--- config.mk ---
export PLATFORM = sky130hd
export DESIGN_NAME = gbu_blend_flat
export DESIGN_NICKNAME = d
export VERILOG_FILES = /design/src/design/gbu_pkg.sv /design/src/design/gbu_out_if.sv /design/src/design/gbu_blend.sv /design/src/flat_wrapper.sv
export SDC_FILE = /design/constraint.sdc
export NUM_CORES = 2
export LEC_CHECK = 0
export BUFFER_PORTS_ARGS = -buffer_cell sky130_fd_sc_hd__buf_2
export CAP_MARGIN = 20
export CELL_PAD_IN_SITES_DETAIL_PLACEMENT = 1
export CELL_PAD_IN_SITES_GLOBAL_PLACEMENT = 1
export CORE_UTILIZATION = 35
export CTS_BUF_LIST = sky130_fd_sc_hd__clkbuf_4
export CTS_CLUSTER_SIZE = 28
export DETAILED_ROUTE_END_ITERATION = 8
export GPL_TIMING_DRIVEN = 0
export PLACE_DENSITY = 0.75
export SLEW_MARGIN = 10
export SYNTH_ARGS = -nofsm -noshare
export SYNTH_HDL_FRONTEND = slang
export SYNTH_SLANG_ARGS = --single-unit
--- constraint.sdc ---
create_clock -name clk -period 11.1 [get_ports clk]
set_input_delay 1.11 -clock clk [delete_from_list [all_inputs] [get_ports clk]]
set_output_delay 1.11 -clock clk [all_outputs]
set_load 0.01 [all_outputs]
--- src/design/gbu_pkg.sv ---
package gbu_pkg;

  // Default build sizes
  localparam int MAX_SRC_LOG   = 6;
  localparam int MAX_RATIO_LOG = 2;
  localparam int VALUE_WIDTH   = 32;

  // Fixed field widths of the channels
  localparam int FIELD_W    = 32;
  localparam int GRID_W     = 16;
  localparam int COORD_W    = 9;
  localparam int SRC_LOG_W  = 3;
  localparam int RATIO_W    = 2;
  localparam int CFG_IDX_W  = 2;
  localparam int CFG_DATA_W = 3;

  // Register indexes and reset values
  localparam logic [CFG_IDX_W-1:0] CFG_SRC_LOG   = 2'd0;
  localparam logic [CFG_IDX_W-1:0] CFG_RATIO_LOG = 2'd1;
  localparam logic [SRC_LOG_W-1:0] SRC_LOG_RST   = 3'd1;
  localparam logic [RATIO_W-1:0]   RATIO_LOG_RST = 2'd1;

  // Sequencer states
  typedef enum logic [1:0] {
    ST_IDLE,
    ST_READ,
    ST_EMIT
  } gbu_state_t;

  // Tag that travels with each output point
  typedef struct packed {
    logic [GRID_W-1:0]  grid;
    logic [COORD_W-1:0] col;
    logic [COORD_W-1:0] row;
    logic               last;
  } gbu_meta_t;

endpackage

--- src/design/gbu_out_if.sv ---
interface gbu_out_if;
  logic                               valid;
  logic                               ready;
  logic [gbu_pkg::GRID_W-1:0]         out_grid;
  logic [gbu_pkg::COORD_W-1:0]        col;
  logic [gbu_pkg::COORD_W-1:0]        row;
  logic signed [gbu_pkg::FIELD_W-1:0] out_x;
  logic signed [gbu_pkg::FIELD_W-1:0] out_y;
  logic signed [gbu_pkg::FIELD_W-1:0] out_z;
  logic                               run_end;

  modport source (output valid, out_grid, col, row, out_x, out_y, out_z, run_end,
                  input ready);
  modport sink   (input valid, out_grid, col, row, out_x, out_y, out_z, run_end,
                  output ready);
endinterface

--- src/design/gbu_blend.sv ---
module gbu_blend #(
  parameter int MAX_RATIO_LOG = gbu_pkg::MAX_RATIO_LOG,
  parameter int VALUE_WIDTH   = gbu_pkg::VALUE_WIDTH,
  localparam int TW  = MAX_RATIO_LOG + 1,
  localparam int VW3 = 3 * VALUE_WIDTH
) (
  input  logic                        clk,
  input  logic                        rst_n,
  input  logic                        iss_valid,
  output logic                        iss_ready,
  input  logic [TW-1:0]               iss_tx,
  input  logic [TW-1:0]               iss_ty,
  input  gbu_pkg::gbu_meta_t          iss_meta,
  input  logic [VW3-1:0]              v00,
  input  logic [VW3-1:0]              v10,
  input  logic [VW3-1:0]              v01,
  input  logic [VW3-1:0]              v11,
  input  logic [gbu_pkg::RATIO_W-1:0] rl_eff,
  gbu_out_if.source                   out_bus
);

  localparam int VW = VALUE_WIDTH;
  localparam int PW = VW + TW;
  localparam int SW = VW + 2 * TW;

  logic          adv;
  logic [TW-1:0] r_val, wx0, wy0;
  logic [SW-1:0] half;

  logic [VW-1:0] u00 [3];
  logic [VW-1:0] u10 [3];
  logic [VW-1:0] u01 [3];
  logic [VW-1:0] u11 [3];
  logic [PW-1:0] top_c [3];
  logic [PW-1:0] bot_c [3];
  logic [SW-1:0] sum_c [3];
  logic [SW-1:0] q_c   [3];
  logic [VW-1:0] res_c [3];

  logic               s1_valid_r;
  logic [PW-1:0]      s1_top_r [3];
  logic [PW-1:0]      s1_bot_r [3];
  logic [TW-1:0]      s1_ty_r;
  gbu_pkg::gbu_meta_t s1_meta_r;

  logic                              out_valid_r;
  gbu_pkg::gbu_meta_t                out_meta_r;
  logic signed [gbu_pkg::FIELD_W-1:0] out_val_r [3];

  // Whole pipeline moves when the output register is empty or being taken
  assign adv       = !out_valid_r || out_bus.ready;
  assign iss_ready = adv;

  assign r_val = TW'(1) << rl_eff;
  assign wx0   = r_val - iss_tx;
  assign wy0   = r_val - s1_ty_r;
  assign half  = (SW'(1) << {rl_eff, 1'b0}) >> 1;

  // Horizontal blend on biased values
  always_comb begin
    for (int k = 0; k < 3; k++) begin
      u00[k]   = v00[k*VW +: VW] ^ {1'b1, {(VW-1){1'b0}}};
      u10[k]   = v10[k*VW +: VW] ^ {1'b1, {(VW-1){1'b0}}};
      u01[k]   = v01[k*VW +: VW] ^ {1'b1, {(VW-1){1'b0}}};
      u11[k]   = v11[k*VW +: VW] ^ {1'b1, {(VW-1){1'b0}}};
      top_c[k] = PW'(wx0) * PW'(u00[k]) + PW'(iss_tx) * PW'(u10[k]);
      bot_c[k] = PW'(wx0) * PW'(u01[k]) + PW'(iss_tx) * PW'(u11[k]);
    end
  end

  // Vertical blend, round half up, drop the bias
  always_comb begin
    for (int k = 0; k < 3; k++) begin
      sum_c[k] = SW'(wy0) * SW'(s1_top_r[k]) + SW'(s1_ty_r) * SW'(s1_bot_r[k]) + half;
      q_c[k]   = sum_c[k] >> {rl_eff, 1'b0};
      res_c[k] = q_c[k][VW-1:0] ^ {1'b1, {(VW-1){1'b0}}};
    end
  end

  always_ff @(posedge clk) begin
    if (!rst_n) begin
      s1_valid_r  <= 1'b0;
      out_valid_r <= 1'b0;
    end else if (adv) begin
      s1_valid_r  <= iss_valid;
      out_valid_r <= s1_valid_r;
    end
  end

  // Stage one payload
  always_ff @(posedge clk) begin
    if (adv && iss_valid) begin
      for (int k = 0; k < 3; k++) begin
        s1_top_r[k] <= top_c[k];
        s1_bot_r[k] <= bot_c[k];
      end
      s1_ty_r   <= iss_ty;
      s1_meta_r <= iss_meta;
    end
  end

  // Output register payload
  always_ff @(posedge clk) begin
    if (adv && s1_valid_r) begin
      for (int k = 0; k < 3; k++) begin
        out_val_r[k] <= gbu_pkg::FIELD_W'(signed'(res_c[k]));
      end
      out_meta_r <= s1_meta_r;
    end
  end

  assign out_bus.valid    = out_valid_r;
  assign out_bus.out_grid = out_meta_r.grid;
  assign out_bus.col      = out_meta_r.col;
  assign out_bus.row      = out_meta_r.row;
  assign out_bus.out_x    = out_val_r[0];
  assign out_bus.out_y    = out_val_r[1];
  assign out_bus.out_z    = out_val_r[2];
  assign out_bus.run_end  = out_meta_r.last;

  // A result only appears after a full first stage
  a_out_from_s1: assert property (@(posedge clk) disable iff (!rst_n)
    $rose(out_valid_r) |-> $past(s1_valid_r))
    else $error("output beat without a stage one entry");

  // A stalled first stage keeps its point
  a_s1_hold: assert property (@(posedge clk) disable iff (!rst_n)
    s1_valid_r && !adv |=> s1_valid_r && $stable(s1_meta_r))
    else $error("stage one lost its point under a stall");

endmodule

--- src/flat_wrapper.sv ---
// flat-port wrapper written by rule: the top's interface ports become plain ports
module gbu_blend_flat 
#(
  parameter int MAX_RATIO_LOG = gbu_pkg::MAX_RATIO_LOG,
  parameter int VALUE_WIDTH   = gbu_pkg::VALUE_WIDTH,
  localparam int TW  = MAX_RATIO_LOG + 1,
  localparam int VW3 = 3 * VALUE_WIDTH
)
  (clk, rst_n, iss_valid, iss_ready, iss_tx, iss_ty, iss_meta, v00, v10, v01, v11, rl_eff, out_bus_valid, out_bus_out_grid, out_bus_col, out_bus_row, out_bus_out_x, out_bus_out_y, out_bus_out_z, out_bus_run_end, out_bus_ready);
  gbu_out_if out_bus_i ();
  input  logic clk;
  input  logic rst_n;
  input  logic iss_valid;
  output logic iss_ready;
  input  logic [TW-1:0] iss_tx;
  input  logic [TW-1:0] iss_ty;
  input  gbu_pkg::gbu_meta_t iss_meta;
  input  logic [VW3-1:0] v00;
  input  logic [VW3-1:0] v10;
  input  logic [VW3-1:0] v01;
  input  logic [VW3-1:0] v11;
  input  logic [gbu_pkg::RATIO_W-1:0] rl_eff;
  output wire logic [$bits(out_bus_i.valid)-1:0] out_bus_valid;
  output wire logic [$bits(out_bus_i.out_grid)-1:0] out_bus_out_grid;
  output wire logic [$bits(out_bus_i.col)-1:0] out_bus_col;
  output wire logic [$bits(out_bus_i.row)-1:0] out_bus_row;
  output wire logic [$bits(out_bus_i.out_x)-1:0] out_bus_out_x;
  output wire logic [$bits(out_bus_i.out_y)-1:0] out_bus_out_y;
  output wire logic [$bits(out_bus_i.out_z)-1:0] out_bus_out_z;
  output wire logic [$bits(out_bus_i.run_end)-1:0] out_bus_run_end;
  input wire logic [$bits(out_bus_i.ready)-1:0] out_bus_ready;
  assign out_bus_valid = out_bus_i.valid;
  assign out_bus_out_grid = out_bus_i.out_grid;
  assign out_bus_col = out_bus_i.col;
  assign out_bus_row = out_bus_i.row;
  assign out_bus_out_x = out_bus_i.out_x;
  assign out_bus_out_y = out_bus_i.out_y;
  assign out_bus_out_z = out_bus_i.out_z;
  assign out_bus_run_end = out_bus_i.run_end;
  assign out_bus_i.ready = out_bus_ready;
  gbu_blend #(.MAX_RATIO_LOG(MAX_RATIO_LOG), .VALUE_WIDTH(VALUE_WIDTH)) u_core (.clk(clk), .rst_n(rst_n), .iss_valid(iss_valid), .iss_ready(iss_ready), .iss_tx(iss_tx), .iss_ty(iss_ty), .iss_meta(iss_meta), .v00(v00), .v10(v10), .v01(v01), .v11(v11), .rl_eff(rl_eff), .out_bus(out_bus_i));
endmodule
# Yosys cells after proc, flatten, opt, wreduce, memory -nomap -nowiden
# Memory sizes are Yosys's and may differ from the RTL's.
# Index checks and enable logic that the tools add are counted.
# classes
add_sub_neg	14
multipliers	18
div	0
order_cmp	0
eq_ne	0
shift	5
n_mux	4
bitwise	15
n_reduce_logical	4
# ops
cell	n
multiplier 3 x 32 -> 35 bit	12
multiplier 3 x 35 -> 38 bit	6
adder 35 bit	6
adder 38 x 37 -> 38 bit	3
adder 38 bit	3
right shift 38 x 3 -> 32 bit	3
<< shifter 1 x 3 -> 38 bit (first input constant)	1
NOT 1 bit	15
subtractor 3 bit	2
two-way mux 1 bit	4
<< shifter 1 x 2 -> 3 bit (first input constant)	1
logical AND 1 bit	2
zero test 1 bit	1
logical OR 1 bit	1
# totals
register_bits	75
latchBits	0
mem_bits_rw	306
mem_bits_ro	0
inputBits	431
out_inout_bits	133
word_cells	74
memories	3
# memory_table
memory	depth	width	read_ports	rd_ports_with_merged_regs	write_ports	line_no	source
u_core.s1_bot_r	3	35	3	0	3	gbu_blend.sv:42	logic [PW-1:0] s1_bot_r [3];
u_core.s1_top_r	3	35	3	0	3	gbu_blend.sv:41	logic [PW-1:0] s1_top_r [3];
u_core.out_val_r	3	32	3	0	3	gbu_blend.sv:48	logic signed [gbu_pkg::FIELD_W-1:0] out_val_r [3];

# Logic depth before layout (Yosys ltp)
# logic_depth
ltp_word	7
depth_mapped	30
depth_no_buf	26

# Worst setup path before layout
# OpenSTA, ideal clock, no wires.
# synth_path
path_type	input to register
start	in rl_eff[0] in the netlist's numbering
end	mem u_core.out_val_r[0][60] in the netlist's numbering (data pin)
arrival_time_ps	7661
path_slack_ps	3162
stages	27
path_cell_list	clkbuf_1 > buf_1 > nor2_1 > inv_1 > ha_1 > fa_1 > xnor2_1 > xnor2_1 > clkbuf_1 > and2_1 > fa_1 > fa_1 > fa_1 > inv_1 > fa_1 > inv_1 > fa_1 > a211oi_1 > o21ai_1 > o31ai_2 > o221ai_2 > a31oi_2 > o21ai_1 > a31o_1 > a31oi_1 > xor2_1 > a221oi_1
# synth_rtl
item	line_no	source
start, declared	flat_wrapper.sv:22	input logic [gbu_pkg::RATIO_W-1:0] rl_eff;
end, declared	gbu_blend.sv:48	

==> out/results.ini <==
[outcome]
run_status=completed

[layout]
flow.area_growth_from_synthesis_pct=12.2
drive_above_1_share_pct=10.3
final_net_count=9892
stdcell_count=10500
post-route-cell-area_sq_mm=0.0757
fin_util_pct=39.7

[synthesis]
ys.warnings.count=0
post-synth-top-area-fraction_pct=34.7
synth-edff-count=379
asyncSetResetFlopFracSynth_pct=0
syn-instance-count=7133
syn-num-nets=9197
synthesis.area_sq_mm=0.0675
seq_area_frac_synth_pct=16.9
yosys-top-cells-area=sky130_fd_sc_hd__fa_1 (35%), sky130_fd_sc_hd__edfxtp_1 (17%), sky130_fd_sc_hd__ha_1 (8.6%)
synth_top_flop_cell=sky130_fd_sc_hd__edfxtp_1
synthesis.area_per_instance_sq_um=9.46
number_of_different_library_cells_in_the_post_synthesis_netlist=90
yosysTopAreaCell=sky130_fd_sc_hd__fa_1
synth_seq_cells=381

[placement]
placement.cell_area_sq_mm=0.0739
hpwlAfterDp_um=221000
io_buffers=562
placed_cells=10200
final_weighted_congestion_of_routability_driven_global_placement=0.949

[timing]
period_needed_ps=10940
tightestPinTransition_ps=1200
report.final.setup_viol=0
max_slew_margin_pct=19.9
hold_viol_final=0
timing.fmax_mhz=91.4
final.hold.worst_slack_ps=268
layout_worst_path_cycle_share_pct=98.6
rsz_0062_raised_after_global_routing=false
fin_skew_ps=114
drv_slew=0

[clock_network]
clkSlewWorstSetupHoldPaths_ps=70
cts_hold_repair.buffers=0
clock_tree_root_driver_cell=sky130_fd_sc_hd__clkbuf_4
post_cts_resized=0
number_of_clock_sinks_seen_by_cts=381
cts_setup_buffers=0
tritoncts=done
cts-buffers-inserted=105
insertion_delay_ps=1050
clock_tree.buffer_depth=3
htreeDepth=3

[floorplan]
chipWidth_um=441
dieArea_sq_mm=0.195
initial_utilization_pct=35.4
io_pins=564
placeableCoreArea_sq_mm=0.191
die_y_um=441
placementRows=160

[global_routing]
global_route.usage.total_pct=25.6
global_routing_met2_resource_utilization_pct=42.0
gr-max-usage-layer=met2
grt_overflow_total=0
grt.met3_usage_pct=4.92
grt_start_max_net_pins=68
antenna_found_initial=154
first_pass_grt_wire_length_um=370000
grt_util_met1_pct=31.7
first_global_vias=59000

[hold_path]
hold_path.startpoint=iss_ty[0]
min_path_type=in -> reg

[detailed_routing]
totalWireLength_um=252000
remaining_drc_errors=0
routed_via_density=5.14
first_pass_iters=6
routed_wire_per_std_cell_um=24.0
detail_route.iter0.violations=3383
routed-via-count=54000
final_antenna_net_count=0

[setup_path]
path_common_cell=sky130_fd_sc_hd__fa_1
cp_data_required_time_ps=11860
critical-path-slowest-cell=sky130_fd_sc_hd__nor2_1
worst_setup_path_end_kind=register
max_stage_delay_ps=1040
reg2reg_from=u_core.s1_ty_r[0]
path_class=in -> reg
critPathBufInv=8
crit_fanout=10
cp_top_family=buffers and inverters
cp-startpoint=rl_eff[0]
data_arrival_time_of_the_critical_path_ps=11710
kind_of_start_point_of_the_critical_path=primary input

[run]
cap_violations=0

-- cells in the mapped netlist, types with 10 or more instances --
master and instances:
sky130_fd_sc_hd__o211ai_1 29, sky130_fd_sc_hd__nor3_1 26, sky130_fd_sc_hd__a21o_1 164, sky130_fd_sc_hd__inv_1 1145
sky130_fd_sc_hd__or3_1 13, sky130_fd_sc_hd__nand3_1 62, sky130_fd_sc_hd__a211oi_1 45, sky130_fd_sc_hd__nor2_1 211
sky130_fd_sc_hd__o21bai_1 34, sky130_fd_sc_hd__xor2_1 75, sky130_fd_sc_hd__and2_1 350, sky130_fd_sc_hd__o22ai_1 10
sky130_fd_sc_hd__nor2b_1 208, sky130_fd_sc_hd__a221oi_1 13, sky130_fd_sc_hd__o31ai_1 13, sky130_fd_sc_hd__clkbuf_1 240
sky130_fd_sc_hd__nand2b_1 467, sky130_fd_sc_hd__nor4_1 10, sky130_fd_sc_hd__o21ai_1 71, sky130_fd_sc_hd__a31oi_1 35
sky130_fd_sc_hd__o21a_1 38, sky130_fd_sc_hd__mux2i_1 101, sky130_fd_sc_hd__a21oi_1 250, sky130_fd_sc_hd__ha_1 464
sky130_fd_sc_hd__nand4_1 16, sky130_fd_sc_hd__fa_1 1169, sky130_fd_sc_hd__nand2_1 988, sky130_fd_sc_hd__buf_1 16
sky130_fd_sc_hd__and3_1 28, sky130_fd_sc_hd__o21ai_0 91, sky130_fd_sc_hd__xnor2_1 204, sky130_fd_sc_hd__edfxtp_1 379
-- metrics by stage --
step	TNS (ps)	worst slack (ps)
finish	0	157
global route	0	33.8
CTS	0	439
detailed placement	-6450	-701
global placement	-17610	-687
floorplan	0	3160
-- logic make-up (layout without fill, tap and decap cells) --
family	after synthesis	count (layout)	synth area share, %
and+or+nand+nor	2417	2417	17.9
adders and majority gates	1633	1633	43.3
buffers and inverters	1407	2191	7.83
AOI/OAI and AO/OA	906	906	8.80
DFF	381	381	16.9
xor gates and xnor gates	279	279	3.62
muxes	110	110	1.65
other	0	76	0
-- final timing paths --
| kind | endpoint | slack (ps) | depth (start not counted) |
|---|---|---|---|
| max | u_core.out_val_r[0][94] | 160 | 28 |
| min | u_core.s1_ty_r[0] | 270 | 1 |
| max reg2reg | u_core.out_val_r[0][94] | 1880 | 24 |
| min reg2reg | u_core.out_bus.row[5] | 420 | 0 |
-- metal layers --
| layer | part of all wire [%] | wire (um) |
|---|---|---|
| met5 | 0.27 | 675 |
| met4 | 6.6 | 16600 |
| met3 | 6.5 | 16400 |
| met2 | 46 | 116000 |
| met1 | 41 | 103000 |
-- state kept, by name (all words and copies together), names as in the netlist, 3 cells and up --
register	count
u_core.s1_bot_r	105
u_core.s1_top_r	105
u_core.out_val_r	96
u_core.s1_meta_r	35
u_core.out_bus.out_grid	16
u_core.out_bus.col	9
u_core.out_bus.row	9
u_core.s1_ty_r	3
-- final cells by class --
| class | instances | area, sq um |
|---|---|---|
| diodes | 76 | 190 |
| plain buffers | 257 | 976 |
| clock buffers | 142 | 1070 |
| clock inverters | 54 | 531 |
| fillers | 22200 | 115000 |
| inverters | 1150 | 4320 |
| multi-input cells | 5345 | 50800 |
| flip-flops and latches | 381 | 11400 |
| well taps | 2511 | 3140 |
| repair buffers | 588 | 3270 |
-- layout by cell type, fill, tap and decap left out, types with 101 or more instances in the layout --
| master | count |
|---|---|
| sky130_fd_sc_hd__a21oi_1 | 250 |
| sky130_fd_sc_hd__nand2b_1 | 467 |
| sky130_fd_sc_hd__inv_1 | 1145 |
| sky130_fd_sc_hd__mux2i_1 | 101 |
| sky130_fd_sc_hd__fa_1 | 1169 |
| sky130_fd_sc_hd__ha_1 | 464 |
| sky130_fd_sc_hd__nor2b_1 | 208 |
| sky130_fd_sc_hd__nand2_1 | 988 |
| sky130_fd_sc_hd__buf_2 | 563 |
| sky130_fd_sc_hd__nor2_1 | 211 |
| sky130_fd_sc_hd__a21o_1 | 164 |
| sky130_fd_sc_hd__clkbuf_1 | 232 |
| sky130_fd_sc_hd__xnor2_1 | 204 |
| sky130_fd_sc_hd__edfxtp_1 | 379 |
| sky130_fd_sc_hd__and2_1 | 348 |
| sky130_fd_sc_hd__clkbuf_4 | 142 |
Power is not shown: default switching activity piles up to over one toggle a cycle in this logic, so the estimate is an artifact.
