File: src/design/gbu_pkg.sv
package gbu_pkg;

  // Default build sizes
  localparam int MAX_SRC_LOG   = 6;
  localparam int MAX_RATIO_LOG = 2;
  localparam int VALUE_WIDTH   = 32;

  // Fixed field widths of the channels
  localparam int FIELD_W    = 32;
  localparam int GRID_W     = 16;
  localparam int COORD_W    = 9;
  localparam int SRC_LOG_W  = 3;
  localparam int RATIO_W    = 2;
  localparam int CFG_IDX_W  = 2;
  localparam int CFG_DATA_W = 3;

  // Register indexes and reset values
  localparam logic [CFG_IDX_W-1:0] CFG_SRC_LOG   = 2'd0;
  localparam logic [CFG_IDX_W-1:0] CFG_RATIO_LOG = 2'd1;
  localparam logic [SRC_LOG_W-1:0] SRC_LOG_RST   = 3'd1;
  localparam logic [RATIO_W-1:0]   RATIO_LOG_RST = 2'd1;

  // Sequencer states
  typedef enum logic [1:0] {
    ST_IDLE,
    ST_READ,
    ST_EMIT
  } gbu_state_t;

  // Tag that travels with each output point
  typedef struct packed {
    logic [GRID_W-1:0]  grid;
    logic [COORD_W-1:0] col;
    logic [COORD_W-1:0] row;
    logic               last;
  } gbu_meta_t;

endpackage

File: src/design/gbu_in_if.sv
interface gbu_in_if;
  logic                               valid;
  logic                               ready;
  logic signed [gbu_pkg::FIELD_W-1:0] in_x;
  logic signed [gbu_pkg::FIELD_W-1:0] in_y;
  logic signed [gbu_pkg::FIELD_W-1:0] in_z;
  logic [gbu_pkg::GRID_W-1:0]         grid_id;

  modport source (output valid, in_x, in_y, in_z, grid_id, input ready);
  modport sink   (input valid, in_x, in_y, in_z, grid_id, output ready);
endinterface

File: src/design/gbu_ctrl.sv
module gbu_ctrl #(
  parameter int MAX_SRC_LOG   = gbu_pkg::MAX_SRC_LOG,
  parameter int MAX_RATIO_LOG = gbu_pkg::MAX_RATIO_LOG,
  parameter int VALUE_WIDTH   = gbu_pkg::VALUE_WIDTH,
  localparam int PSW = MAX_SRC_LOG + 1,
  localparam int TW  = MAX_RATIO_LOG + 1,
  localparam int VW3 = 3 * VALUE_WIDTH
) (
  input  logic                             clk,
  input  logic                             rst_n,
  input  logic                             cfg_we,
  input  logic [gbu_pkg::CFG_IDX_W-1:0]    cfg_idx,
  input  logic [gbu_pkg::CFG_DATA_W-1:0]   cfg_data,
  gbu_in_if.sink                           in_bus,
  // row store access
  output logic                             ram_re,
  output logic [PSW-1:0]                   ram_raddr,
  input  logic [VW3-1:0]                   ram_rdata,
  output logic                             ram_we,
  output logic [PSW-1:0]                   ram_waddr,
  output logic [VW3-1:0]                   ram_wdata,
  // point issue toward the blend pipeline
  output logic                             iss_valid,
  input  logic                             iss_ready,
  output logic [TW-1:0]                    iss_tx,
  output logic [TW-1:0]                    iss_ty,
  output gbu_pkg::gbu_meta_t               iss_meta,
  output logic [VW3-1:0]                   v00,
  output logic [VW3-1:0]                   v10,
  output logic [VW3-1:0]                   v01,
  output logic [VW3-1:0]                   v11,
  output logic [gbu_pkg::RATIO_W-1:0]      rl_eff
);

  localparam int SLW = $clog2(MAX_SRC_LOG + 1);
  localparam int BW  = PSW + MAX_RATIO_LOG + gbu_pkg::COORD_W;
  localparam int VW  = VALUE_WIDTH;

  gbu_pkg::gbu_state_t state_r, state_nxt;

  logic [gbu_pkg::SRC_LOG_W-1:0] src_log_r;
  logic [gbu_pkg::RATIO_W-1:0]   ratio_log_r;
  logic [PSW-1:0]                col_pos_r, row_pos_r;
  logic [PSW-1:0]                col_pos_nxt, row_pos_nxt;

  logic [SLW-1:0]  sl_eff;
  logic [PSW-1:0]  last_pos;
  logic [PSW-1:0]  c_eff, r_eff;
  logic [TW-1:0]   r_val;
  logic            in_fire;
  logic            wrap;
  logic            issue_last;

  // per-item job registers
  logic [VW3-1:0]                cur_r;
  logic [gbu_pkg::GRID_W-1:0]    grid_r;
  logic [PSW-1:0]                c_r;
  logic                          emit_r;
  logic [TW-1:0]                 xlim_r, ylim_r;
  logic [gbu_pkg::COORD_W-1:0]   base_col_r, base_row_r;
  logic [BW-1:0]                 base_col_w, base_row_w;
  logic [TW-1:0]                 tx_r, ty_r;

  // neighbor and operand registers
  logic [VW3-1:0] above_left_r, cur_left_r;
  logic [VW3-1:0] v00_r, v10_r, v01_r, v11_r;

  // Saturate the registers to their legal ranges
  always_comb begin
    if (src_log_r == '0) begin
      sl_eff = SLW'(1);
    end else if (32'(src_log_r) > MAX_SRC_LOG) begin
      sl_eff = SLW'(MAX_SRC_LOG);
    end else begin
      sl_eff = SLW'(src_log_r);
    end
    if (32'(ratio_log_r) > MAX_RATIO_LOG) begin
      rl_eff = gbu_pkg::RATIO_W'(MAX_RATIO_LOG);
    end else begin
      rl_eff = ratio_log_r;
    end
  end

  assign last_pos = PSW'(1) << sl_eff;
  assign r_val    = TW'(1) << rl_eff;
  assign wrap     = (col_pos_r > last_pos) || (row_pos_r > last_pos);
  assign c_eff    = wrap ? '0 : col_pos_r;
  assign r_eff    = wrap ? '0 : row_pos_r;
  assign in_fire  = in_bus.valid && in_bus.ready;

  assign base_col_w = BW'(c_eff - PSW'(1)) << rl_eff;
  assign base_row_w = BW'(r_eff - PSW'(1)) << rl_eff;

  // Advance the source position past the accepted point
  always_comb begin
    if (c_eff == last_pos) begin
      col_pos_nxt = '0;
      row_pos_nxt = (r_eff == last_pos) ? '0 : r_eff + PSW'(1);
    end else begin
      col_pos_nxt = c_eff + PSW'(1);
      row_pos_nxt = r_eff;
    end
  end

  // Configuration registers and source position
  always_ff @(posedge clk) begin
    if (!rst_n) begin
      src_log_r   <= gbu_pkg::SRC_LOG_RST;
      ratio_log_r <= gbu_pkg::RATIO_LOG_RST;
      col_pos_r   <= '0;
      row_pos_r   <= '0;
    end else if (cfg_we) begin
      if (cfg_idx == gbu_pkg::CFG_SRC_LOG) begin
        src_log_r <= cfg_data;
        col_pos_r <= '0;
        row_pos_r <= '0;
      end else if (cfg_idx == gbu_pkg::CFG_RATIO_LOG) begin
        ratio_log_r <= cfg_data[gbu_pkg::RATIO_W-1:0];
        col_pos_r   <= '0;
        row_pos_r   <= '0;
      end
    end else if (in_fire) begin
      col_pos_r <= col_pos_nxt;
      row_pos_r <= row_pos_nxt;
    end
  end

  assign issue_last = (tx_r == xlim_r) && (ty_r == ylim_r);

  // Next state
  always_comb begin
    state_nxt = state_r;
    unique case (state_r)
      gbu_pkg::ST_IDLE: begin
        if (in_fire) begin
          state_nxt = gbu_pkg::ST_READ;
        end
      end
      gbu_pkg::ST_READ: begin
        state_nxt = emit_r ? gbu_pkg::ST_EMIT : gbu_pkg::ST_IDLE;
      end
      gbu_pkg::ST_EMIT: begin
        if (iss_ready && issue_last) begin
          state_nxt = gbu_pkg::ST_IDLE;
        end
      end
      default: state_nxt = gbu_pkg::ST_IDLE;
    endcase
  end

  // State outputs
  always_comb begin
    in_bus.ready = 1'b0;
    ram_we       = 1'b0;
    iss_valid    = 1'b0;
    unique case (state_r)
      gbu_pkg::ST_IDLE: in_bus.ready = 1'b1;
      gbu_pkg::ST_READ: ram_we       = 1'b1;
      gbu_pkg::ST_EMIT: iss_valid    = 1'b1;
      default: ;
    endcase
  end

  always_ff @(posedge clk) begin
    if (!rst_n) begin
      state_r <= gbu_pkg::ST_IDLE;
    end else begin
      state_r <= state_nxt;
    end
  end

  // Capture the beat and the cell geometry
  always_ff @(posedge clk) begin
    if (in_fire) begin
      cur_r      <= {in_bus.in_z[VW-1:0], in_bus.in_y[VW-1:0], in_bus.in_x[VW-1:0]};
      grid_r     <= in_bus.grid_id;
      c_r        <= c_eff;
      xlim_r     <= (c_eff == last_pos) ? r_val : r_val - TW'(1);
      ylim_r     <= (r_eff == last_pos) ? r_val : r_val - TW'(1);
      base_col_r <= base_col_w[gbu_pkg::COORD_W-1:0];
      base_row_r <= base_row_w[gbu_pkg::COORD_W-1:0];
    end
  end

  always_ff @(posedge clk) begin
    if (!rst_n) begin
      emit_r <= 1'b0;
    end else if (in_fire) begin
      emit_r <= (c_eff != '0) && (r_eff != '0);
    end
  end

  // Latch the four corners, then shift the neighbors
  always_ff @(posedge clk) begin
    if (!rst_n) begin
      above_left_r <= '0;
      cur_left_r   <= '0;
    end else if (state_r == gbu_pkg::ST_READ) begin
      above_left_r <= ram_rdata;
      cur_left_r   <= cur_r;
    end
  end

  always_ff @(posedge clk) begin
    if (state_r == gbu_pkg::ST_READ) begin
      v00_r <= above_left_r;
      v10_r <= ram_rdata;
      v01_r <= cur_left_r;
      v11_r <= cur_r;
    end
  end

  // Step through the output points of the cell
  always_ff @(posedge clk) begin
    if (!rst_n) begin
      tx_r <= '0;
      ty_r <= '0;
    end else if (state_r == gbu_pkg::ST_READ) begin
      tx_r <= '0;
      ty_r <= '0;
    end else if (state_r == gbu_pkg::ST_EMIT && iss_ready) begin
      if (tx_r == xlim_r) begin
        tx_r <= '0;
        ty_r <= ty_r + TW'(1);
      end else begin
        tx_r <= tx_r + TW'(1);
      end
    end
  end

  assign ram_re    = in_fire;
  assign ram_raddr = c_eff;
  assign ram_waddr = c_r;
  assign ram_wdata = cur_r;

  assign iss_tx        = tx_r;
  assign iss_ty        = ty_r;
  assign iss_meta.grid = grid_r;
  assign iss_meta.col  = base_col_r + gbu_pkg::COORD_W'(tx_r);
  assign iss_meta.row  = base_row_r + gbu_pkg::COORD_W'(ty_r);
  assign iss_meta.last = issue_last;
  assign v00 = v00_r;
  assign v10 = v10_r;
  assign v01 = v01_r;
  assign v11 = v11_r;

  // An accepted beat always goes to the memory read
  a_accept_read: assert property (@(posedge clk) disable iff (!rst_n)
    in_fire |=> state_r == gbu_pkg::ST_READ)
    else $error("accepted beat did not start a row store read");

  // The point counters stay inside the cell
  a_tile_bound: assert property (@(posedge clk) disable iff (!rst_n)
    state_r == gbu_pkg::ST_EMIT |-> tx_r <= xlim_r && ty_r <= ylim_r)
    else $error("cell point counter out of range");

  // Only a cell-closing beat issues points
  a_emit_needs_cell: assert property (@(posedge clk) disable iff (!rst_n)
    state_r == gbu_pkg::ST_READ && !emit_r |=> state_r == gbu_pkg::ST_IDLE)
    else $error("points issued for a beat that closes no cell");

endmodule

File: src/flat_wrapper.sv
// flat-port wrapper written by rule: the top's interface ports become plain ports
module gbu_ctrl_flat 
#(
  parameter int MAX_SRC_LOG   = gbu_pkg::MAX_SRC_LOG,
  parameter int MAX_RATIO_LOG = gbu_pkg::MAX_RATIO_LOG,
  parameter int VALUE_WIDTH   = gbu_pkg::VALUE_WIDTH,
  localparam int PSW = MAX_SRC_LOG + 1,
  localparam int TW  = MAX_RATIO_LOG + 1,
  localparam int VW3 = 3 * VALUE_WIDTH
)
  (clk, rst_n, cfg_we, cfg_idx, cfg_data, ram_re, ram_raddr, ram_rdata, ram_we, ram_waddr, ram_wdata, iss_valid, iss_ready, iss_tx, iss_ty, iss_meta, v00, v10, v01, v11, rl_eff, in_bus_valid, in_bus_in_x, in_bus_in_y, in_bus_in_z, in_bus_grid_id, in_bus_ready);
  gbu_in_if in_bus_i ();
  input  logic clk;
  input  logic rst_n;
  input  logic cfg_we;
  input  logic [gbu_pkg::CFG_IDX_W-1:0] cfg_idx;
  input  logic [gbu_pkg::CFG_DATA_W-1:0] cfg_data;
  output logic ram_re;
  output logic [PSW-1:0] ram_raddr;
  input  logic [VW3-1:0] ram_rdata;
  output logic ram_we;
  output logic [PSW-1:0] ram_waddr;
  output logic [VW3-1:0] ram_wdata;
  output logic iss_valid;
  input  logic iss_ready;
  output logic [TW-1:0] iss_tx;
  output logic [TW-1:0] iss_ty;
  output gbu_pkg::gbu_meta_t iss_meta;
  output logic [VW3-1:0] v00;
  output logic [VW3-1:0] v10;
  output logic [VW3-1:0] v01;
  output logic [VW3-1:0] v11;
  output logic [gbu_pkg::RATIO_W-1:0] rl_eff;
  input wire logic [$bits(in_bus_i.valid)-1:0] in_bus_valid;
  input wire logic [$bits(in_bus_i.in_x)-1:0] in_bus_in_x;
  input wire logic [$bits(in_bus_i.in_y)-1:0] in_bus_in_y;
  input wire logic [$bits(in_bus_i.in_z)-1:0] in_bus_in_z;
  input wire logic [$bits(in_bus_i.grid_id)-1:0] in_bus_grid_id;
  output wire logic [$bits(in_bus_i.ready)-1:0] in_bus_ready;
  assign in_bus_i.valid = in_bus_valid;
  assign in_bus_i.in_x = in_bus_in_x;
  assign in_bus_i.in_y = in_bus_in_y;
  assign in_bus_i.in_z = in_bus_in_z;
  assign in_bus_i.grid_id = in_bus_grid_id;
  assign in_bus_ready = in_bus_i.ready;
  gbu_ctrl #(.MAX_SRC_LOG(MAX_SRC_LOG), .MAX_RATIO_LOG(MAX_RATIO_LOG), .VALUE_WIDTH(VALUE_WIDTH)) u_core (.clk(clk), .rst_n(rst_n), .cfg_we(cfg_we), .cfg_idx(cfg_idx), .cfg_data(cfg_data), .in_bus(in_bus_i), .ram_re(ram_re), .ram_raddr(ram_raddr), .ram_rdata(ram_rdata), .ram_we(ram_we), .ram_waddr(ram_waddr), .ram_wdata(ram_wdata), .iss_valid(iss_valid), .iss_ready(iss_ready), .iss_tx(iss_tx), .iss_ty(iss_ty), .iss_meta(iss_meta), .v00(v00), .v10(v10), .v01(v01), .v11(v11), .rl_eff(rl_eff));
endmodule
File: config.mk
export PLATFORM = sky130hd
export DESIGN_NAME = gbu_ctrl_flat
export DESIGN_NICKNAME = d
export VERILOG_FILES = /design/src/design/gbu_pkg.sv /design/src/design/gbu_in_if.sv /design/src/design/gbu_ctrl.sv /design/src/flat_wrapper.sv
export SDC_FILE = /design/constraint.sdc
export NUM_CORES = 1
export LEC_CHECK = 0
export BUFFER_PORTS_ARGS = -buffer_cell sky130_fd_sc_hd__buf_2
export CAP_MARGIN = 20
export CORE_AREA = 2 2 297 299
export CTS_CLUSTER_DIAMETER = 30
export DETAILED_ROUTE_END_ITERATION = 8
export DIE_AREA = 0 0 299 301
export SLEW_MARGIN = 20
export SYNTH_ARGS = -nofsm -noshare
export SYNTH_HDL_FRONTEND = slang
export SYNTH_SLANG_ARGS = --single-unit
File: constraint.sdc
create_clock -name clk -period 36.2 [get_ports clk]
set_clock_uncertainty 0.2 [all_clocks]
set_input_delay 7.24 -clock clk [delete_from_list [all_inputs] [get_ports clk]]
set_output_delay 7.24 -clock clk [all_outputs]
set_load 0.05 [all_outputs]
# Yosys cells after proc, flatten, opt, wreduce, memory -nomap -nowiden
# Index checks and enable logic that the tools add are counted.
[classes]
add_sub_neg = 9
multipliers = 0
div_mod_pow = 0
n_lt_le_gt_ge = 4
eq_ne = 10
shift = 4
mux = 24
bitwise = 2
reduce_logical = 18
[ops]
columns = ["cell", "n"]
rows = [
  ["$mux 7", 11],
  ["$shl 18x2->9", 2],
  ["$add 9x3->9", 2],
  ["$sub 7x1->8 const B", 2],
  ["$mux 3", 5],
  ["$add 7x1->7 const B", 2],
  ["$eq 7x7->1", 2],
  ["$gt 7x7->1", 2],
  ["$reduce_bool 7->1", 2],
  ["$mux 2", 4],
  ["$reduce_and 2->1", 4],
  ["$shl 1x3->7 const A", 1],
  ["$add 3x1->3 const B", 2],
  ["$eq 3x3->1", 2],
  ["$pmux 2 s3", 1],
  ["$logic_and 1x1->1", 5],
  ["$eq 2x1->1 const B", 2],
  ["$logic_not 2->1", 2],
  ["$gt 3x3->1 const B", 1],
  ["$logic_not 3->1", 1],
  ["$mux 1", 3],
  ["$ne 3x1->1 const B", 1],
  ["$reduce_and 3->1", 1],
  ["$shl 1x2->3 const A", 1],
  ["other kinds (9)", 10],
]
[word_totals]
register_bits = 747
latch_bits = 0
ram_bits = 0
romBits = 0
in_bits = 218
out_inout_bits = 541
word_cells = 92
n_memories = 0

# Longest topological paths before layout
# Gate-level depths: netlist of run 1.
[logic_depth]
ltp_word = 12
depth_mapped = 18
ltp_nobuf = 15

# Least setup slack after synthesis of run 1
# OpenSTA, ideal clock, no wires.
[synth_timing]
path_kind = "reg2out"
start = "register u_core.state_r[1]"
end = "output port ram_we"
arrival_time_ps = 11586
t_required_ps = 28760
path_slack_ps = 17174
path_stages_with_launch = 5
path_buffers = 2
path_cell_list = "dfxtp_1 nand2b_1 clkbuf_1 clkinv_1 clkbuf_1"
[synth_via]
elab_chain_len = 2
[synth_rtl]
columns = ["element", "line_no", "source"]
rows = [
  ["start, declared", "gbu_ctrl.sv:39", "gbu_pkg::gbu_state_t state_r, state_nxt;"],
  ["start signal, assigned", "gbu_ctrl.sv:166", "state_r <= gbu_pkg::ST_IDLE;"],
  ["start signal, assigned", "gbu_ctrl.sv:168", "state_r <= state_nxt;"],
  ["$eq 2x1->1", "gbu_ctrl.sv:156", "unique case (state_r)"],
  ["$mux 1", "gbu_ctrl.sv:156", ""],
  ["end, declared", "flat_wrapper.sv:21", "output logic ram_we;"],
]
# Every way passes these cells.

# Worst setup path in the final report of run 1
[layout_timing]
start = "input port in_bus_valid"
end = "output port ram_re"
[layout_via]
elab_chain_len = 1
[layout_rtl]
columns = ["element", "line_no", "source"]
rows = [
  ["start, declared", "flat_wrapper.sv:34", "input wire logic [$bits(in_bus_i.valid)-1:0] in_bus_valid;"],
  ["$logic_and 1x1->1", "gbu_ctrl.sv:89", "assign in_fire = in_bus.valid && in_bus.ready;"],
  ["end, declared", "flat_wrapper.sv:18", "output logic ram_re;"],
]
# Every way passes these cells.

==> results of run 1 <==
==> logic make-up after synthesis <==
kind of cell / share of synthesized area
compound gates: 0.0660
xor+xnor: 0.0106
fa+ha+maj: 0.0153
buf+inv: 0.0209
flops: 0.791
mux: 0.00367
other cells: 0.000147
simple gates: 0.0925
==> cell usage in the layout, fill, tap and decap left out, drive strengths merged, types with 5 or more instances in the layout <==
master,n
xor2,10
nand4,12
and3,11
nand3,15
and2,5
mux2i,6
dfxtp,220
edfxtp,527
clkinvlp,18
a31oi,6
nor2,46
xnor2,21
nand2,441
a21oi,229
inv,43
clkinv,50
nand2b,6
buf,771
ha,28
nor3,9
clkbuf,163
bufinv,17
o22ai,6
o21ai,14
or3,5
==> power by group <==
group          internal (mW)  total, mW  switching (mW)
clock                  0.867       1.33           0.468
combinational         0.0378      0.190           0.152
sequential             0.961      0.979          0.0179
total                   1.87       2.50           0.638
==> critical path, cell delays in order <==
cell     delay [ns]
buf_2          0.07
nand2_1        0.12
inv_6          0.29
buf_2          0.33
==> sequential cells by signal (all words and copies together), names as in the netlist, 9 cells and up <==
| signal | flops |
|---|---|
| u_core.ram_wdata | 96 |
| u_core.base_row_r | 9 |
| u_core.v01 | 96 |
| u_core.v11 | 96 |
| u_core.v00 | 96 |
| u_core.grid_r | 16 |
| u_core.v10 | 96 |
| u_core.cur_left_r | 96 |
| u_core.above_left_r | 96 |
| u_core.base_col_r | 9 |
==> worst paths after layout <==
path | start | endpoint | slack, ns | cells after the start
worst max register to register | u_core.src_log_r[1] | u_core.col_pos_r[6] | 31.43 | 16
worst min register to register | u_core.above_left_r[38] | u_core.v00[38] | 0.20 | 0
worst min-delay path | u_core.above_left_r[38] | u_core.v00[38] | 0.20 | 0
worst max-delay path | in_bus_valid | ram_re | 20.68 | 4
==> through the flow <==
stage | std cells | worst slack (ns) | hold slack (ns)
floorplan | 1815 | 17.17 | 0.208
global placement | 3643 | 20.67 | 0.209
detailed placement | 3643 | 20.68 | 0.213
CTS | 3906 | 20.67 | 0.202
global route | 3906 | 20.62 | 0.214
finish | 3908 | 20.68 | 0.201
==> final cells by class <==
| cell class | instances | area [um^2] |
|---|---|---|
| Multi-Input combinational cell | 942 | 4820 |
| Fill cell | 8065 | 50900 |
| Clock inverter | 100 | 1330 |
| Clock buffer | 163 | 3670 |
| Tap cell | 1155 | 1450 |
| Inverter | 28 | 123 |
| Antenna cell | 2 | 5.00 |
| Sequential cell | 747 | 20200 |
| Timing Repair Buffer | 771 | 3920 |
==> layer usage <==
metal	vias up	track usage
met5	-	0
met4	10	0.0552
met3	115	0.0563
met2	659	0.250
met1	8159	0.167
li1	8132	-
==> flow_summary.toml, run 1 <==
[power]
p_leak_nw = 13.9
power_density_mw_per_mm2 = 70.4
ir_worst_vdd_mv = 0.0462
power.total_mw = 2.50

[run]
max-cap-violations = 0

[logic_synthesis]
synth_seq_cells = 747
synthTopCellsByArea = "edfxtp_1 62%, dfxtp_1 17%, nand2_1 6.5%"
synth_most_common_cell = "edfxtp_1"
yosysSeqAreaShare = 0.791
yosys.area.top_type = "edfxtp_1"
syn_inst = 1814
syn-cell-area_mm2 = 0.0256
ys_warn_count = 0
yosysTopAreaCellShare = 0.619
yosys-top-cells-count = "527 x edfxtp_1, 441 x nand2_1, 226 x a21oi_1, 220 x dfxtp_1, 74 x clkbuf_1"
syn_avg_cell_area_um2 = 14.1
synth-main-ff-cell = "edfxtp_1"
synth_edf_count = 527
ys_types = 68
async_reset_ff_frac = 0

[placement]
dp_hpwl_um = 47800
io_buffer_count = 758
gp_congestion = 0.793
place_area_mm2 = 0.0305

[timing]
rsz0062_at_grt = "no"
min_period_ns = 15.52
fin_crit_sh = 0.429
setup_viol = 0
tns_ns = 0
finalMaxSlewViolations = 0
fmax_mhz = 64.4
maxSlewHeadroom = 0.333
tightest_slew_ns = 1.00
hold_viol_final = 0

[setup_path]
worstSetupPathType = "in -> out"
cp-start-kind = "input pin"
cp_data_arrival_time_ns = 8.08
cp_max_fo = 34
end_kind = "output pin"
crit_required_ns = 28.76

[route]
drt_first_pass_iters = 5
routed_wl_um = 69100
wl_per_cell_um = 17.7
wl_met3_um = 5900
via_per_inst = 4.37
final_antenna_net_count = 0
wl_met1_um = 26800
met2_length_um = 34900
drc = 0
dr.first_iter.drc_count = 1048
routed.top_layer = "met5"
vias = 17100

[hold_path]
holdCritPathClass = "reg -> reg"

[cells_and_area]
drive_above_1_share = 0.374
syn2layout_area_growth_pct = 39.0
utilization = 0.411
design_area_mm2 = 0.0355
layout.nets = 2879

[die]
start_util = 0.296
core_mm2 = 0.0865
die_w_um = 299
die_h_um = 301
die-area_mm2 = 0.0900
ios = 759
fp-row-count = 108

[status]
outcome = "finished, final reports clean"

[global_routing]
grt_max_degree = 175
grt_pass1_vias = 16500
antenna_found_initial = 10
grt-ovfl-total = 0
grt_pass1_wl_um = 100000
grt_usage = 0.147

[clocking]
numCtsBuffers = 141
post_cts_resized = 0
clockRootBuffer = "clkbuf_16"
clock_latency_ns = 0.73
cts_max_path_buffers = 3
hold_buffers = 0
path_clk_slew_ns = 0.05
cts.htree.levels = 4
postCtsSetupBuffers = 0
cts_sinks = 747
cts_tree = "done"
Power figures use the tool's default switching activity.
==> run 2: changes to the inputs <==
- ABC_AREA: default -> 1
- clock period: 36.2 -> 15.44 ns (I/O delays scaled with it)
==> flow_summary.toml, run 2 <==
[route]
drt_first_pass_iters = 5
dr.first_iter.drc_count = 1075
vias = 17700
routed_wl_um = 74300
drc = 0
final_antenna_net_count = 0
wl_per_cell_um = 18.4
via_per_inst = 4.39

[clocking]
hold_buffers = 0
cts_sinks = 747
numCtsBuffers = 150
postCtsSetupBuffers = 0
cts_max_path_buffers = 3
clockRootBuffer = "clkbuf_16"
cts.htree.levels = 4
cts_tree = "done"
path_clk_slew_ns = 0.04
clock_latency_ns = 0.75
post_cts_resized = 0

[cells_and_area]
final_common_cell = "buf_2"
layout.nets = 2987
fill_cells = 8087
syn2layout_area_growth_pct = 41.8
seq_area_mm2 = 0.0202
multi_input_area_mm2 = 0.00484
final_cells = 4026
drive_above_1_share = 0.369
mostFrequentLayoutCells = "757 x buf_2, 527 x edfxtp_1, 437 x nor2_1"

[setup_path]
crit_required_ns = 12.15
worstSetupPathType = "in -> out"
cp_data_arrival_time_ns = 4.12
cp-start-kind = "input pin"
reg2reg_to = "u_core.col_pos_r[6]"
end_kind = "output pin"
r2r-start = "u_core.src_log_r[1]"
r2r_setup_slack_ns = 11.30
r2r_cells = 18
cp_max_fo = 43

[die]
die_h_um = 301
core_mm2 = 0.0865
start_util = 0.297
fp-row-count = 108
die_w_um = 299
ios = 759
die-area_mm2 = 0.0900

[global_routing]
antenna_found_initial = 11
grt_usage = 0.159
grt_max_degree = 203
grt_pass1_wl_um = 107000
grt_pass1_vias = 17300
grt-ovfl-total = 0

[timing]
finalMaxSlewViolations = 0
hold_viol_final = 0
maxSlewHeadroom = 0.274
fmax_mhz = 135
rsz0062_at_grt = "no"
fin_crit_sh = 0.480
tightest_slew_ns = 1.09
setup_viol = 0
min_period_ns = 7.40
tns_ns = 0

[hold_path]
hold_path_depth = 0
holdCritStartpoint = "u_core.above_left_r[43]"
holdCritPathClass = "reg -> reg"
hold_end = "u_core.v00[43]"

[logic_synthesis]
yosys-top-cells-count = "527 x edfxtp_1, 438 x nor2_1, 220 x dfxtp_1, 205 x o21ai_0, 143 x nand2_1"
yosysTopAreaCellShare = 0.617
yosysSeqAreaShare = 0.788
syn_avg_cell_area_um2 = 13.6
synth_top_family_by_area = "simple AND/OR/NAND/NOR gates"
yosys.area.top_type = "edfxtp_1"
synth_most_common_cell = "edfxtp_1"
async_reset_ff_frac = 0
muxShareOfSynthArea = 0.000390
synth-main-ff-cell = "edfxtp_1"
synth_compound_area_frac = 0.0519
ys_types = 43
synth_seq_cells = 747
syn_inst = 1889
ys_warn_count = 0
synth_fa_ha_area_frac = 0.0152
synth_xor_area_frac = 0.0123
synth-simple-area-share = 0.108
synthTopCellsByArea = "edfxtp_1 62%, dfxtp_1 17%, nor2_1 6.4%"
syn-cell-area_mm2 = 0.0257
synth_edf_count = 527

[status]
outcome = "finished, final reports clean"

[power]
ir_worst_vdd_mv = 0.123
power_density_mw_per_mm2 = 174
p_leak_nw = 15.4

[run]
max-cap-violations = 0

[placement]
place_inst = 3742
dp_hpwl_um = 51400
io_buffer_count = 758
gp_congestion = 0.877
-- run 2: cell types whose count changed after synthesis, moves of 13 or more --
cell     before  now
a21oi_1     226   30
inv_1        24   72
nand2_1     441  143
nand3_1      15   28
nor2_1       46  438
o21ai_0      10  205
xor2_1       10   25
-- run 2: through the flow --
step                cell area (um^2)  hold slack (ns)  power (mW)  setup slack (ns)  utilization
floorplan                      25700            0.203        2.72             0.351            -
global placement               30700            0.205        2.86              8.00        0.355
detailed placement             30700            0.208        2.86              7.98        0.355
CTS                            36400            0.200        6.39              7.98        0.421
global route                   36400            0.209        6.52              7.90        0.421
finish                         36400            0.191        6.32              8.04        0.421
-- run 2: routing by layer --
layer,GRT usage,part of all wire,up-vias,wire length [um]
li1,-,-,8304,-
met1,0.187,0.40,8554,29500
met2,0.265,0.50,687,37000
met3,0.0536,0.076,131,5610
met4,0.0642,0.029,6,2130
met5,0,0.00059,-,44
-- run 2: area by class of cell --
cell class                 instances  area share
antenna                            2    0.000138
sequential                       747       0.556
multi-input combinational        990       0.133
tap                             1155      0.0397
inverter                          78     0.00832
clock buffer                     180       0.111
timing repair buffer             772       0.108
clock inverter                   102      0.0440
-- run 2: cell families after synthesis --
group	count (synthesis)
AO/OA/AOI/OAI	256
XOR/XNOR	36
adder cells (fa/ha/maj)	30
buffers and inverters	153
flip-flops	747
multiplexers	1
other	1
AND/OR/NAND/NOR	665
-- run 2: worst max-delay path, stage by stage --
cell     delay [ns]
buf_2          0.08
nand2_1        0.14
inv_6          0.41
buf_2          0.39
-- run 2: worst max-delay path by stage --
stage	start	endpoint	slack, ns	cells after the start
after floorplan	u_core.state_r[0]	ram_we	0.35	4
after global placement	in_bus_valid	ram_re	8.00	4
after detailed placement	in_bus_valid	ram_re	7.98	4
after CTS	in_bus_valid	ram_re	7.98	4
after global routing	u_core.src_log_r[1]	ram_raddr[0]	7.90	12
final	in_bus_valid	ram_re	8.04	4
-- run 2: power by group --
part           switching, mW  leakage (nW)  internal, mW
clock                   1.13          2.71          2.36
combinational          0.402          5.84         0.100
sequential            0.0483          6.82          2.28
==> run 3: changes to the inputs <==
- clock period: 15.44 -> 6.75 ns (I/O delays scaled with it)
==> flow_summary.toml, run 3 (synthesis gave the netlist of run 2 again) <==
[status]
outcome = "finished, final reports clean"

[cells_and_area]
drive_above_1_share = 0.368
layout.nets = 2980
final_common_cell = "buf_2"
fill_cells = 8050
final_cells = 4010
mostFrequentLayoutCells = "757 x buf_2, 527 x edfxtp_1, 437 x nor2_1"
syn2layout_area_growth_pct = 39.6

[route]
drt_first_pass_iters = 5
routed_wl_um = 72900
wl_per_cell_um = 18.2
via_per_inst = 4.33
vias = 17400
drc = 0
dr.first_iter.drc_count = 1058
final_antenna_net_count = 0

[global_routing]
grt_max_degree = 155
grt_pass1_wl_um = 106000
grt_usage = 0.156
grt_pass1_vias = 17100
antenna_found_initial = 10
grt-ovfl-total = 0

[power]
p_leak_nw = 15.1
power.total_mw = 13.8
power_density_mw_per_mm2 = 384
ir_worst_vdd_mv = 0.249

[setup_path]
cp_top_family = "simple AND/OR/NAND/NOR gates"
crit_path_top_delay_cell = "nand2_2"
cp_max_fo = 21
worstSetupPathType = "reg -> out"
cp-start-kind = "flip-flop"
slowest_delay_ns = 0.43
crit_required_ns = 5.20
end_kind = "output pin"
crit_buf_inv = 4
cp_data_arrival_time_ns = 3.68
cp_common_cell = "nand2_1"
path_cells = "inv_1 > nor3_1 > inv_1 > ha_1 > a21oi_1 > nand2_1 > nand2_1 > nand2_1 > nand2_2 > nand2_1 > nor2_1 > buf_4 > buf_2"

[clocking]
clockRootBuffer = "clkbuf_16"
cts_max_path_buffers = 3
numCtsBuffers = 144
cts_tree = "done"
path_clk_slew_ns = 0.05
clock_latency_ns = 0.71
cts.htree.levels = 4
cts_sinks = 747
post_cts_resized = 0
postCtsSetupBuffers = 0
hold_buffers = 0

[timing]
rsz0062_at_grt = "no"
maxSlewHeadroom = 0.303
finalMaxSlewViolations = 0
layout_setup_ws_ns = 1.52
hold_slack_ns = 0.211
tns_ns = 0
fmax_mhz = 191
hold_viol_final = 0
tightest_slew_ns = 1.04
fin_crit_sh = 0.775
min_period_ns = 5.23
setup_viol = 0

[run]
max-cap-violations = 0

[placement]
dp_hpwl_um = 50700
gp_congestion = 0.861
place_inst = 3741
pre_cts_ws_ns = 2.28
io_buffer_count = 758

[die]
die_h_um = 301
start_util = 0.297
die-area_mm2 = 0.0900
fp-row-count = 108
ios = 759
die_w_um = 299
core_mm2 = 0.0865

[hold_path]
holdCritPathClass = "reg -> reg"
run 3: per-layer routing:
layer	global-route usage	part of all wire	vias to the layer above
li1	-	-	8306
met1	0.182	0.39	8239
met2	0.262	0.50	659
met3	0.0501	0.073	150
met4	0.0718	0.032	2
met5	0	0.00018	-
run 3: worst register-to-register path, stage by stage (launching register included):
cell	delay [ns]
dfxtp_1	0.34
inv_1	0.10
nor3_1	0.39
inv_1	0.22
ha_1	0.36
a21oi_1	0.15
nand2_1	0.06
nand2_1	0.05
nand2_1	0.05
nand2_2	0.43
nand2_1	0.20
inv_2	0.10
nand2_1	0.15
inv_1	0.19
ha_1	0.21
nand2_1	0.06
nor2_1	0.22
nand3_1	0.11
nor2_1	0.11
nor2_1	0.06
nand2_1	0.05
a21oi_1	0.05
run 3: area by class of cell:
class,instances,area (um^2),area share
Antenna cell,1,2.50,0.0000698
Clock buffer,179,3950,0.110
Clock inverter,89,1130,0.0315
Inverter,78,303,0.00845
Multi-Input combinational cell,990,4840,0.135
Sequential cell,747,20200,0.565
Tap cell,1155,1450,0.0403
Timing Repair Buffer,771,3920,0.109
run 3: per-stage QoR:
| stage | area, um^2 | utilization |
|---|---|---|
| floorplan | 25700 | - |
| global placement | 30700 | 0.355 |
| detailed placement | 30700 | 0.355 |
| CTS | 35800 | 0.414 |
| global route | 35800 | 0.414 |
| finish | 35800 | 0.414 |
run 3: worst paths after layout:
path | start | end | slack, ns | cells after the start
setup reg to reg | u_core.src_log_r[1] | u_core.row_pos_r[6] | 2.73 | 21
hold / removal | u_core.above_left_r[33] | u_core.v00[33] | 0.21 | 0
hold reg to reg | u_core.above_left_r[33] | u_core.v00[33] | 0.21 | 0
setup / recovery | u_core.src_log_r[1] | ram_raddr[0] | 1.52 | 13
run 3: report_power, final:
part           internal [mW]  switching, mW  total (mW)
logic                  0.229          0.907        1.14
registers               5.20          0.115        5.32
clock network           4.89           2.43        7.32
total                   10.3           3.45        13.8
